**src/hw/rtl/ftpep_pkg.sv**
```systemverilog
// Package for the FTP endpoint parser: character codes, field limits,
// error codes and line-phase encoding. No dependencies.
`timescale 1ns / 1ps

package ftpep_pkg;

    // Character codes
    localparam logic [7:0] CHAR_OPEN  = 8'h28;  // '('
    localparam logic [7:0] CHAR_CLOSE = 8'h29;  // ')'
    localparam logic [7:0] CHAR_ZERO  = 8'h30;  // '0'
    localparam logic [7:0] CHAR_NINE  = 8'h39;  // '9'

    // Number limits and field counts
    localparam logic [8:0]  NUM_SAT     = 9'd256;
    localparam logic [11:0] NUM_SAT_EXT = 12'd256;
    localparam logic [11:0] RADIX       = 12'd10;
    localparam logic [2:0]  ADDR_FIELDS = 3'd4;
    localparam logic [2:0]  NUM_FIELDS  = 3'd6;
    localparam logic [2:0]  COUNT_MAX   = 3'd7;

    // Line mode register values
    localparam logic MODE_PORT = 1'b0;
    localparam logic MODE_PASV = 1'b1;

    // Result error codes
    typedef enum logic [1:0] {
        ERR_OK       = 2'd0,
        ERR_NO_PAREN = 2'd1,
        ERR_FEW_NUMS = 2'd2,
        ERR_RANGE    = 2'd3
    } t_err;

    // Position relative to the parenthesized list
    typedef enum logic [1:0] {
        PH_BEFORE = 2'd0,
        PH_INSIDE = 2'd1,
        PH_AFTER  = 2'd2
    } t_phase;

endpackage

```
**src/hw/rtl/ftp_endpoint_parser_core.sv**
```systemverilog
// FTP endpoint parser: byte register, single-cycle line-state update and a result
// register. Depends on ftpep_pkg.
// The result request is loaded into the result register when its end-of-line byte leaves
// the byte register, and it is held there until it is taken.
// Throughput: one byte per cycle; only an end-of-line byte waits, while a result stalls.
// Reset: synchronous, active low; clears line state, both valid flags and line_mode.
`timescale 1ns / 1ps

module ftp_endpoint_parser_core
    import ftpep_pkg::*;
(
    input  logic        i_clk,
    input  logic        i_rst_n,
    // byte channel
    input  logic        i_in_valid,
    output logic        o_in_stall,
    input  logic [7:0]  i_char_byte,
    input  logic        i_end_of_line,
    // configuration channel
    input  logic        i_cfg_valid,
    output logic        o_cfg_ready,
    input  logic        i_cfg_line_mode,
    // result channel
    output logic        o_out_valid,
    input  logic        i_out_stall,
    output logic [1:0]  o_error_code,
    output logic [31:0] o_ip_address,
    output logic [15:0] o_port_number
);

    // Configuration
    logic r_line_mode;

    // Byte register
    logic       r_s1_valid;
    logic [7:0] r_s1_char;
    logic       r_s1_eol;

    // Line state
    t_phase      r_phase,       n_phase;
    logic [8:0]  r_digit_value, n_digit_value;
    logic        r_in_digits,   n_in_digits;
    logic [2:0]  r_count,       n_count;
    logic        r_fault,       n_fault;
    logic [31:0] r_addr,        n_addr;
    logic [15:0] r_port,        n_port;

    // Result register
    logic        r_out_valid;
    logic [1:0]  r_err;
    logic [31:0] r_ip;
    logic [15:0] r_portnum;

    // Handshake
    logic out_free, advance, accept, load_out;

    // Byte decode
    logic        is_digit, counting, take_digit, finish;
    logic [11:0] prod;
    logic [8:0]  run_value, fin_value;
    t_phase      phase_upd;
    t_err        err_code;

    assign o_cfg_ready = 1'b1;

    assign out_free   = !r_out_valid || !i_out_stall;
    assign advance    = r_s1_valid && (!r_s1_eol || out_free);
    assign o_in_stall = r_s1_valid && !advance;
    assign accept     = i_in_valid && !o_in_stall;
    assign load_out   = advance && r_s1_eol;

    // Classify the byte and extend the digit run
    always_comb begin
        is_digit   = (r_s1_char >= CHAR_ZERO) && (r_s1_char <= CHAR_NINE);
        counting   = (r_line_mode == MODE_PORT) || (r_phase == PH_INSIDE);
        take_digit = is_digit && counting;
        prod       = 12'(r_digit_value) * RADIX + 12'(r_s1_char - CHAR_ZERO);
        run_value  = (prod > NUM_SAT_EXT) ? NUM_SAT : prod[8:0];
        // at most one number closes per byte
        finish     = take_digit ? r_s1_eol : r_in_digits;
        fin_value  = take_digit ? run_value : r_digit_value;
    end

    // Update the line state for one byte
    always_comb begin
        phase_upd = r_phase;
        if (!take_digit && r_line_mode == MODE_PASV) begin
            if (r_phase == PH_BEFORE && r_s1_char == CHAR_OPEN) begin
                phase_upd = PH_INSIDE;
            end else if (r_phase == PH_INSIDE && r_s1_char == CHAR_CLOSE) begin
                phase_upd = PH_AFTER;
            end
        end

        n_phase       = phase_upd;
        n_digit_value = take_digit ? run_value : r_digit_value;
        n_in_digits   = take_digit || r_in_digits;
        n_count       = r_count;
        n_fault       = r_fault;
        n_addr        = r_addr;
        n_port        = r_port;

        if (finish) begin
            n_fault = r_fault || fin_value[8];
            if (r_count < ADDR_FIELDS) begin
                n_addr = {r_addr[23:0], fin_value[7:0]};
            end else if (r_count < NUM_FIELDS) begin
                n_port = {r_port[7:0], fin_value[7:0]};
            end
            if (r_count < COUNT_MAX) begin
                n_count = r_count + 3'd1;
            end
            n_digit_value = '0;
            n_in_digits   = 1'b0;
        end

        priority if (r_line_mode == MODE_PASV && n_phase != PH_AFTER) begin
            err_code = ERR_NO_PAREN;
        end else if (n_count < NUM_FIELDS) begin
            err_code = ERR_FEW_NUMS;
        end else if (n_fault) begin
            err_code = ERR_RANGE;
        end else begin
            err_code = ERR_OK;
        end
    end

    // Hold the mode register
    always_ff @(posedge i_clk) begin
        if (!i_rst_n) begin
            r_line_mode <= MODE_PORT;
        end else if (i_cfg_valid && o_cfg_ready) begin
            r_line_mode <= i_cfg_line_mode;
        end
    end

    // Capture an accepted byte
    always_ff @(posedge i_clk) begin
        if (!i_rst_n) begin
            r_s1_valid <= 1'b0;
        end else if (accept) begin
            r_s1_valid <= 1'b1;
        end else if (advance) begin
            r_s1_valid <= 1'b0;
        end
        if (accept) begin
            r_s1_char <= i_char_byte;
            r_s1_eol  <= i_end_of_line;
        end
    end

    // Advance the line state; clear it after the final byte
    always_ff @(posedge i_clk) begin
        if (!i_rst_n || load_out) begin
            r_phase       <= PH_BEFORE;
            r_digit_value <= '0;
            r_in_digits   <= 1'b0;
            r_count       <= '0;
            r_fault       <= 1'b0;
            r_addr        <= '0;
            r_port        <= '0;
        end else if (advance) begin
            r_phase       <= n_phase;
            r_digit_value <= n_digit_value;
            r_in_digits   <= n_in_digits;
            r_count       <= n_count;
            r_fault       <= n_fault;
            r_addr        <= n_addr;
            r_port        <= n_port;
        end
    end

    // Load the result and hold it while stalled
    always_ff @(posedge i_clk) begin
        if (!i_rst_n) begin
            r_out_valid <= 1'b0;
        end else if (load_out) begin
            r_out_valid <= 1'b1;
        end else if (!i_out_stall) begin
            r_out_valid <= 1'b0;
        end
        if (load_out) begin
            r_err     <= err_code;
            r_ip      <= (err_code == ERR_OK) ? n_addr : 32'd0;
            r_portnum <= (err_code == ERR_OK) ? n_port : 16'd0;
        end
    end

    assign o_out_valid   = r_out_valid;
    assign o_error_code  = r_err;
    assign o_ip_address  = r_ip;
    assign o_port_number = r_portnum;

endmodule

```
**config.mk**
```make
export PLATFORM = sky130hd
export DESIGN_NAME = ftp_endpoint_parser_core
export DESIGN_NICKNAME = d
export VERILOG_FILES = /design/src/hw/rtl/ftpep_pkg.sv /design/src/hw/rtl/ftp_endpoint_parser_core.sv
export SDC_FILE = /design/constraint.sdc
export NUM_CORES = 1
export LEC_CHECK = 0
export BUFFER_PORTS_ARGS = -buffer_cell sky130_fd_sc_hd__buf_2
export CAP_MARGIN = 20
export CORE_MARGIN = 5
export CORE_UTILIZATION = 53
export DETAILED_ROUTE_END_ITERATION = 16
export GPL_ROUTABILITY_DRIVEN = 1
export MAX_ROUTING_LAYER = met4
export PLACE_DENSITY = 0.78
export SLEW_MARGIN = 25
export SYNTH_ARGS = -nofsm -noshare
export SYNTH_HDL_FRONTEND = slang
export SYNTH_SLANG_ARGS = --single-unit
```
**constraint.sdc**
```tcl
create_clock -name i_clk -period 3.6 [get_ports i_clk]
set_input_delay 0.18 -clock i_clk [delete_from_list [all_inputs] [get_ports i_clk]]
set_output_delay 0.18 -clock i_clk [all_outputs]
set_load 0.02 [all_outputs]
```
; Word-level counts from Yosys, hierarchy flattened
; Cells that the tools add are included.
[word_totals]
regBits = 126
input_bits = 15
output_inout_bits = 53
word_cells = 81
[op_classes]
addsub = 3
mul = 1
magnitude_cmp = 7
eq_ne = 5
mux = 23
bitwise_logic = 1
n_reduce_logical = 26
[ops]
columns = cell, count
row1 = 32-bit two-way mux, 2
row2 = 16-bit two-way mux, 3
row3 = 9-bit two-way mux, 3
row4 = "8-bit by 6-bit equality test with 1-bit output, second input constant", 2
row5 = 12-bit adder, 1
row6 = "12-bit by 9-bit greater-than comparator with 1-bit output, second input constant", 1
row7 = "3-bit less-than comparator, second input constant", 4
row8 = 2-bit two-way mux, 6
row9 = "9-bit by 3-bit multiplier with 11-bit output, second input constant", 1
row10 = 1-bit logical AND, 10
row11 = "8-bit by 6-bit subtractor with 9-bit output, second input constant", 1
row12 = "8-bit by 6-bit >= comparator with 1-bit output, second input constant", 1
row13 = "8-bit by 6-bit <= comparator with 1-bit output, second input constant", 1
row14 = 1-bit zero test, 7
row15 = 1-bit two-way mux, 7
row16 = 1-bit logical OR, 6
row17 = 3-bit two-way mux, 2
row18 = 2-bit zero test, 2
row19 = "3-bit by 1-bit adder with 3-bit output, second input constant", 1
row20 = "2-bit by 1-bit equality test with 1-bit output, second input constant", 1
row21 = "2-bit by 1-bit != test with 1-bit output, second input constant", 1
row22 = "2-bit != test, second input constant", 1
row23 = 2-bit nonzero test, 1
row24 = 1-bit NOT, 1

; Logic depth before layout (Yosys ltp)
[depth]
word_depth = 11
ltp_mapped = 20
mapped_depth_nobuf = 18

; Worst setup path after synthesis
; OpenSTA, ideal clock, no wires.
[synth_timing]
path_type = reg2reg
startpoint = register r_digit_value[1]
endpoint = register r_ip[10] (netlist: o_ip_address[10]), data pin
setup_ns = 0.270
arrival_ns = 3.654
t_required_ns = 3.330
setup_slack_ns = -0.324
path_stages_with_launch = 19
path_buffers = 2
synth_period_minus_slack_ns = 3.924
cell_sequence = dfxtp_1 > ha_1 > ha_1 > inv_1 > fa_1 > inv_1 > a21o_1 > a21oi_1 > xnor2_1 > ha_1 > clkbuf_1 > or4b_2 > o211ai_1 > or3b_2 > nor2_1 > a31o_2 > nand2_1 > clkbuf_1 > a21oi_1
[synth_between]
elab_chain_len = 11
[synth_lines]
columns = element, line
row1 = "start, declared", ftp_endpoint_parser_core.sv:41  ; logic [8:0] r_digit_value, n_digit_value;
row2 = "start signal, assigned", ftp_endpoint_parser_core.sv:164  ; r_digit_value <= n_digit_value;
row3 = 9-bit by 3-bit multiplier with 11-bit output *, ftp_endpoint_parser_core.sv:77  ; prod = 12'(r_digit_value) * RADIX + 12'(r_s1_char - CHAR_ZERO);
row4 = 12-bit adder *, ftp_endpoint_parser_core.sv:77
row5 = 12-bit by 9-bit greater-than comparator with 1-bit output, ftp_endpoint_parser_core.sv:78  ; run_value = (prod > NUM_SAT_EXT) ? NUM_SAT : prod[8:0];
row6 = 9-bit two-way mux *, ftp_endpoint_parser_core.sv:78
row7 = 9-bit two-way mux *, -
row8 = 1-bit logical OR *, ftp_endpoint_parser_core.sv:104  ; n_fault = r_fault || fin_value[8];
row9 = 1-bit two-way mux *, ftp_endpoint_parser_core.sv:103  ; if (finish) begin
row10 = 2-bit two-way mux *, ftp_endpoint_parser_core.sv:121  ; end else if (n_fault) begin
row11 = 2-bit two-way mux *, ftp_endpoint_parser_core.sv:119  ; end else if (n_count < NUM_FIELDS) begin
row12 = 2-bit two-way mux *, ftp_endpoint_parser_core.sv:117  ; priority if (r_line_mode == MODE_PASV && n_phase != PH_AFTER) begin
row13 = 2-bit zero test *, ftp_endpoint_parser_core.sv:184  ; r_ip <= (err_code == ERR_OK) ? n_addr : 32'd0;
row14 = "end signal, assigned", ftp_endpoint_parser_core.sv:184
row15 = "end, declared", ftp_endpoint_parser_core.sv:51  ; logic [31:0] r_ip;
; Every way passes the cells marked *; elsewhere a longest branch is shown, timed or not.
; A chain may end at the register's enable or synchronous reset.

; Final worst setup path
[layout_timing]
startpoint = register r_digit_value[3]
endpoint = register r_ip[5] (netlist: o_ip_address[5]), data pin
[layout_between]
elab_chain_len = 11
elab_cells_between_ends = 13
classes_between = 1 x add/sub / 1 x mul / 1 x order compare / 8 x mux / 2 x reduce/logical
[layout_lines]
columns = element, line
row1 = 9-bit by 3-bit multiplier with 11-bit output *, ftp_endpoint_parser_core.sv:77
row2 = 12-bit adder *, ftp_endpoint_parser_core.sv:77
row3 = 12-bit by 9-bit greater-than comparator with 1-bit output, ftp_endpoint_parser_core.sv:78
row4 = 9-bit two-way mux *, ftp_endpoint_parser_core.sv:78
row5 = 9-bit two-way mux *, -
row6 = 1-bit logical OR, ftp_endpoint_parser_core.sv:104
row7 = 1-bit two-way mux, ftp_endpoint_parser_core.sv:103
row8 = 2-bit two-way mux, ftp_endpoint_parser_core.sv:121
row9 = 2-bit two-way mux, ftp_endpoint_parser_core.sv:119
row10 = 2-bit two-way mux, ftp_endpoint_parser_core.sv:117
row11 = 2-bit zero test, ftp_endpoint_parser_core.sv:184
; Marks and branches as above.

==> impl_metrics.yaml <==
synthesis:
  ys_types: 56
  synth_seq_cells: 126
  synth_top_area_share_pct: 28.8
  synth_most_common_cell: "nand2_1"
  synth_mux_area_share_pct: 0.650
  synth_area_leaders: "edfxtp_1, dfxtp_1, nand2_1, a21oi_1, ha_1"
  yosys_warnings: 0
  synth_simple_gate_area_share_pct: 17.2
  synth_area_leader_cell: "edfxtp_1"
  synth_area_mm2: 0.00616
  synth_common_cells: "nand2_1, a21oi_1, dfxtp_1, edfxtp_1, nor2_1"
  synthFlopType: "dfxtp_1"
  synth_compound_area_share_pct: 19.3
  synth-xor-area-share_pct: 2.28
  synth-seq-area-share_pct: 50.5
  synth_top_family_by_area: "compound AO/OA/AOI/OAI gates"
  async_reset_ff_share_pct: 0
  synth_edf_count: 59
  syn-num-nets: 705
  yosys.area_share.adder_pct: 6.14
  synthCells: 661
  syn_avg_cell_area_um2: 9.32
cells_and_area:
  fin_nets: 833
  final_cell_area_mm2: 0.00817
  layout-drive-gt1-share_pct: 31.9
  diodes: 0
  fillers: 787
  area_growth_pct: 32.6
power:
  ir_drop_mv: 0.392
  p_per_area_mw_per_mm2: 420
  p_total_mw: 3.43
  leakage_nw: 3.12
placed_design:
  dpl_worst_slack_ps: -371
  hpwl_um: 10600
  routabilityCongestion: 1.01
  post_dp_cell_area_mm2: 0.00706
  portBuffers: 66
clock_tree:
  clk_pin_slew_ps: 60
  clk_path_buf_depth: 2
  clock_latency_ps: 420
  cts_sinks: 126
  cts_tree: "done"
  cts-buffers-inserted: 17
  cts-root-buf: "clkbuf_16"
  cts_max_level: 4
timing:
  relSlewSlack_pct: 41.2
  fin_skew_ps: 7.38
  post-route-period-util_pct: 108
  timing.fmax_mhz: 258
  fin_crit_ps: 3880
  worst_slack_ps: -279
  setup_viol: 71
  hold_violations: 0
  worst_pin_slew_ps: 882
  rsz0062_at_grt: "true"
  final_max_slew_viol_count: 0
critical_path:
  reg2reg_to: "o_ip_address[5]$_SDFFCE_PP0P_"
  max_stage_delay_ps: 380
  cpLargestDelayFamily: "adder cells"
  arrival_ps: 4130
  end_kind: "flop"
  regToRegSetupSlack_ps: -280
  crit_type: "flop to flop"
  required_ps: 3850
  cp_slowest_cell: "a211o_4"
  crit_cells: 18
  r2r_cells: 18
  r2r_start: "r_digit_value[3]$_SDFFE_PP0P_"
  crit_buf_inv: 3
  cp_cell_sequence: "ha_4 -> ha_4 -> inv_2 -> fa_2 -> inv_2 -> a21o_1 -> a21oi_2 -> xnor2_1 -> ha_2 -> and3_1 -> nand2_1 -> a21oi_2 -> or3_4 -> a211o_4 -> o41ai_4 -> buf_4 -> nor2_1 -> nor3_1"
  cp_max_fo: 5
  cp-start-kind: "flop"
min_path:
  hp-class: "input pin to flop"
  holdPathStages: 3
  hp-start: "i_cfg_line_mode"
  worst_hold_path.endpoint: "r_line_mode$_SDFFE_PN0P_"
route:
  drt_iter0_drc: 617
  wl_per_cell_um: 17.4
  firstDrtPassIters: 6
  viasPerCell: 5.76
  vias: 5447
  finalWirelength_um: 16500
  drc: 0
  ant_nets: 0
outcome:
  outcome: "complete, but fails checks"
  violations: "setup timing"
die:
  die-height_um: 118
  fp.dieArea_mm2: 0.0139
  die_w_um: 118
  ios: 68
  core_mm2: 0.0114
  num_rows: 39
  start_util_pct: 53.9
global_route:
  gr-usage-all-layers_pct: 23.2
  grt_max_degree: 51
  antenna_found_initial: 0
  grt_overflow: 0
  grt_pass1_wl_um: 25500
  first_global_vias: 5187
run:
  drv_cap: 0
-- worst min-delay path: cells and delay by family --
family / cells / cell delay (ps)
simple gates: 1 / 90
buf+inv: 1 / 70
mux: 1 / 60
-- area by class of cell --
type                            count  area, um^2  area share, %
Timing Repair Buffer              144         986           12.1
Inverter                           15        57.6          0.705
Clock inverter                     12         145           1.78
Clock buffer                       20         437           5.35
Sequential cell                   126        3120           38.2
Multi-Input combinational cell    485        3240           39.7
Tap cell                          143         179           2.19
-- timing repair --
action | 4_1_cts | 5_1_grt
pin swaps | 5 | 23
resized for setup | 17 | 53
hold buffers | 10 | 0
setup endpoints to repair | 72 | 76
cloned | 0 | 1
setup buffers | 4 | 5
hold endpoints to repair | 10 | 0
-- sequential cells by signal, summed over array words and instances (netlist names), 2 cells and up --
name           flops
r_phase            2
o_error_code       2
r_s1_char          8
r_digit_value      9
r_count            3
o_ip_address      32
r_addr            32
o_port_number     16
r_port            16
-- stage by stage --
step	TNS (ps)	utilization, %	hold WS, ps	cells
final	-9590	71.5	26.5	945
after global routing	-19130	71.5	35.2	945
after CTS	-7810	68.8	16.0	940
after detailed placement	-9390	61.8	359	894
after global placement	-4290	61.8	358	894
after floorplan	-5.26	-	279	661
-- report_power, final --
part | total (mW) | leakage, nW | internal, mW | switching (mW)
clock | 1.69 | 0.277 | 1.08 | 0.615
sequential | 1.52 | 1.16 | 1.51 | 0.0106
combinational | 0.214 | 1.68 | 0.0859 | 0.128
-- cell usage in the layout (no fill, tap or decap), drive strengths merged, types with 4 or more instances in the layout --
cell and count:
mux2i 4, xnor2 11, ha 27, o21a 6
a211oi 16, nand2 156, nor2 54, a21o 4
dlygate4sd3 10, a21oi 94, inv 14, nor2b 5
o21ai 26, edfxtp 59, clkinv 7, xor2 5
buf 133, dfxtp 67, clkbuf 21, nand3 5
nor3 12
-- cell families (layout without fill, tap and decap cells) --
group                      Yosys count  count (layout)
AOI/OAI and AO/OA                  180             180
xor gates and xnor gates            16              16
adders and majority gates           29              29
buffers and inverters               50             191
DFF                                126             126
muxes                                4               4
other                                1               1
and+or+nand+nor                    255             255
-- per-layer routing --
layer | part of all wire, % | GRT usage, % | routed length [um] | up-vias
met3 | 6.8 | 5.62 | 1110 | 37
li1 | - | - | - | 2585
met2 | 50 | 37.0 | 8210 | 209
met4 | 2.4 | 8.39 | 391 | 0
met1 | 41 | 28.8 | 6760 | 2616
met5 | 0 | - | 0 | -
-- worst max-delay path by stage --
stage / start / to / slack (ps)
final: r_digit_value[3]$_SDFFE_PP0P_ / o_ip_address[5]$_SDFFCE_PP0P_ / -280
after global routing: r_digit_value[3]$_SDFFE_PP0P_ / o_ip_address[5]$_SDFFCE_PP0P_ / -390
after CTS: r_digit_value[3]$_SDFFE_PP0P_ / o_ip_address[5]$_SDFFCE_PP0P_ / -220
after detailed placement: r_digit_value[3]$_SDFFE_PP0P_ / o_port_number[3]$_SDFFCE_PP0P_ / -370
after global placement: r_digit_value[2]$_SDFFE_PP0P_ / o_port_number[5]$_SDFFCE_PP0P_ / -230
after floorplan: r_digit_value[1]$_SDFFE_PP0P_ / o_ip_address[5]$_SDFFCE_PP0P_ / -5
Note: power is estimated with default switching activity, not from simulation.
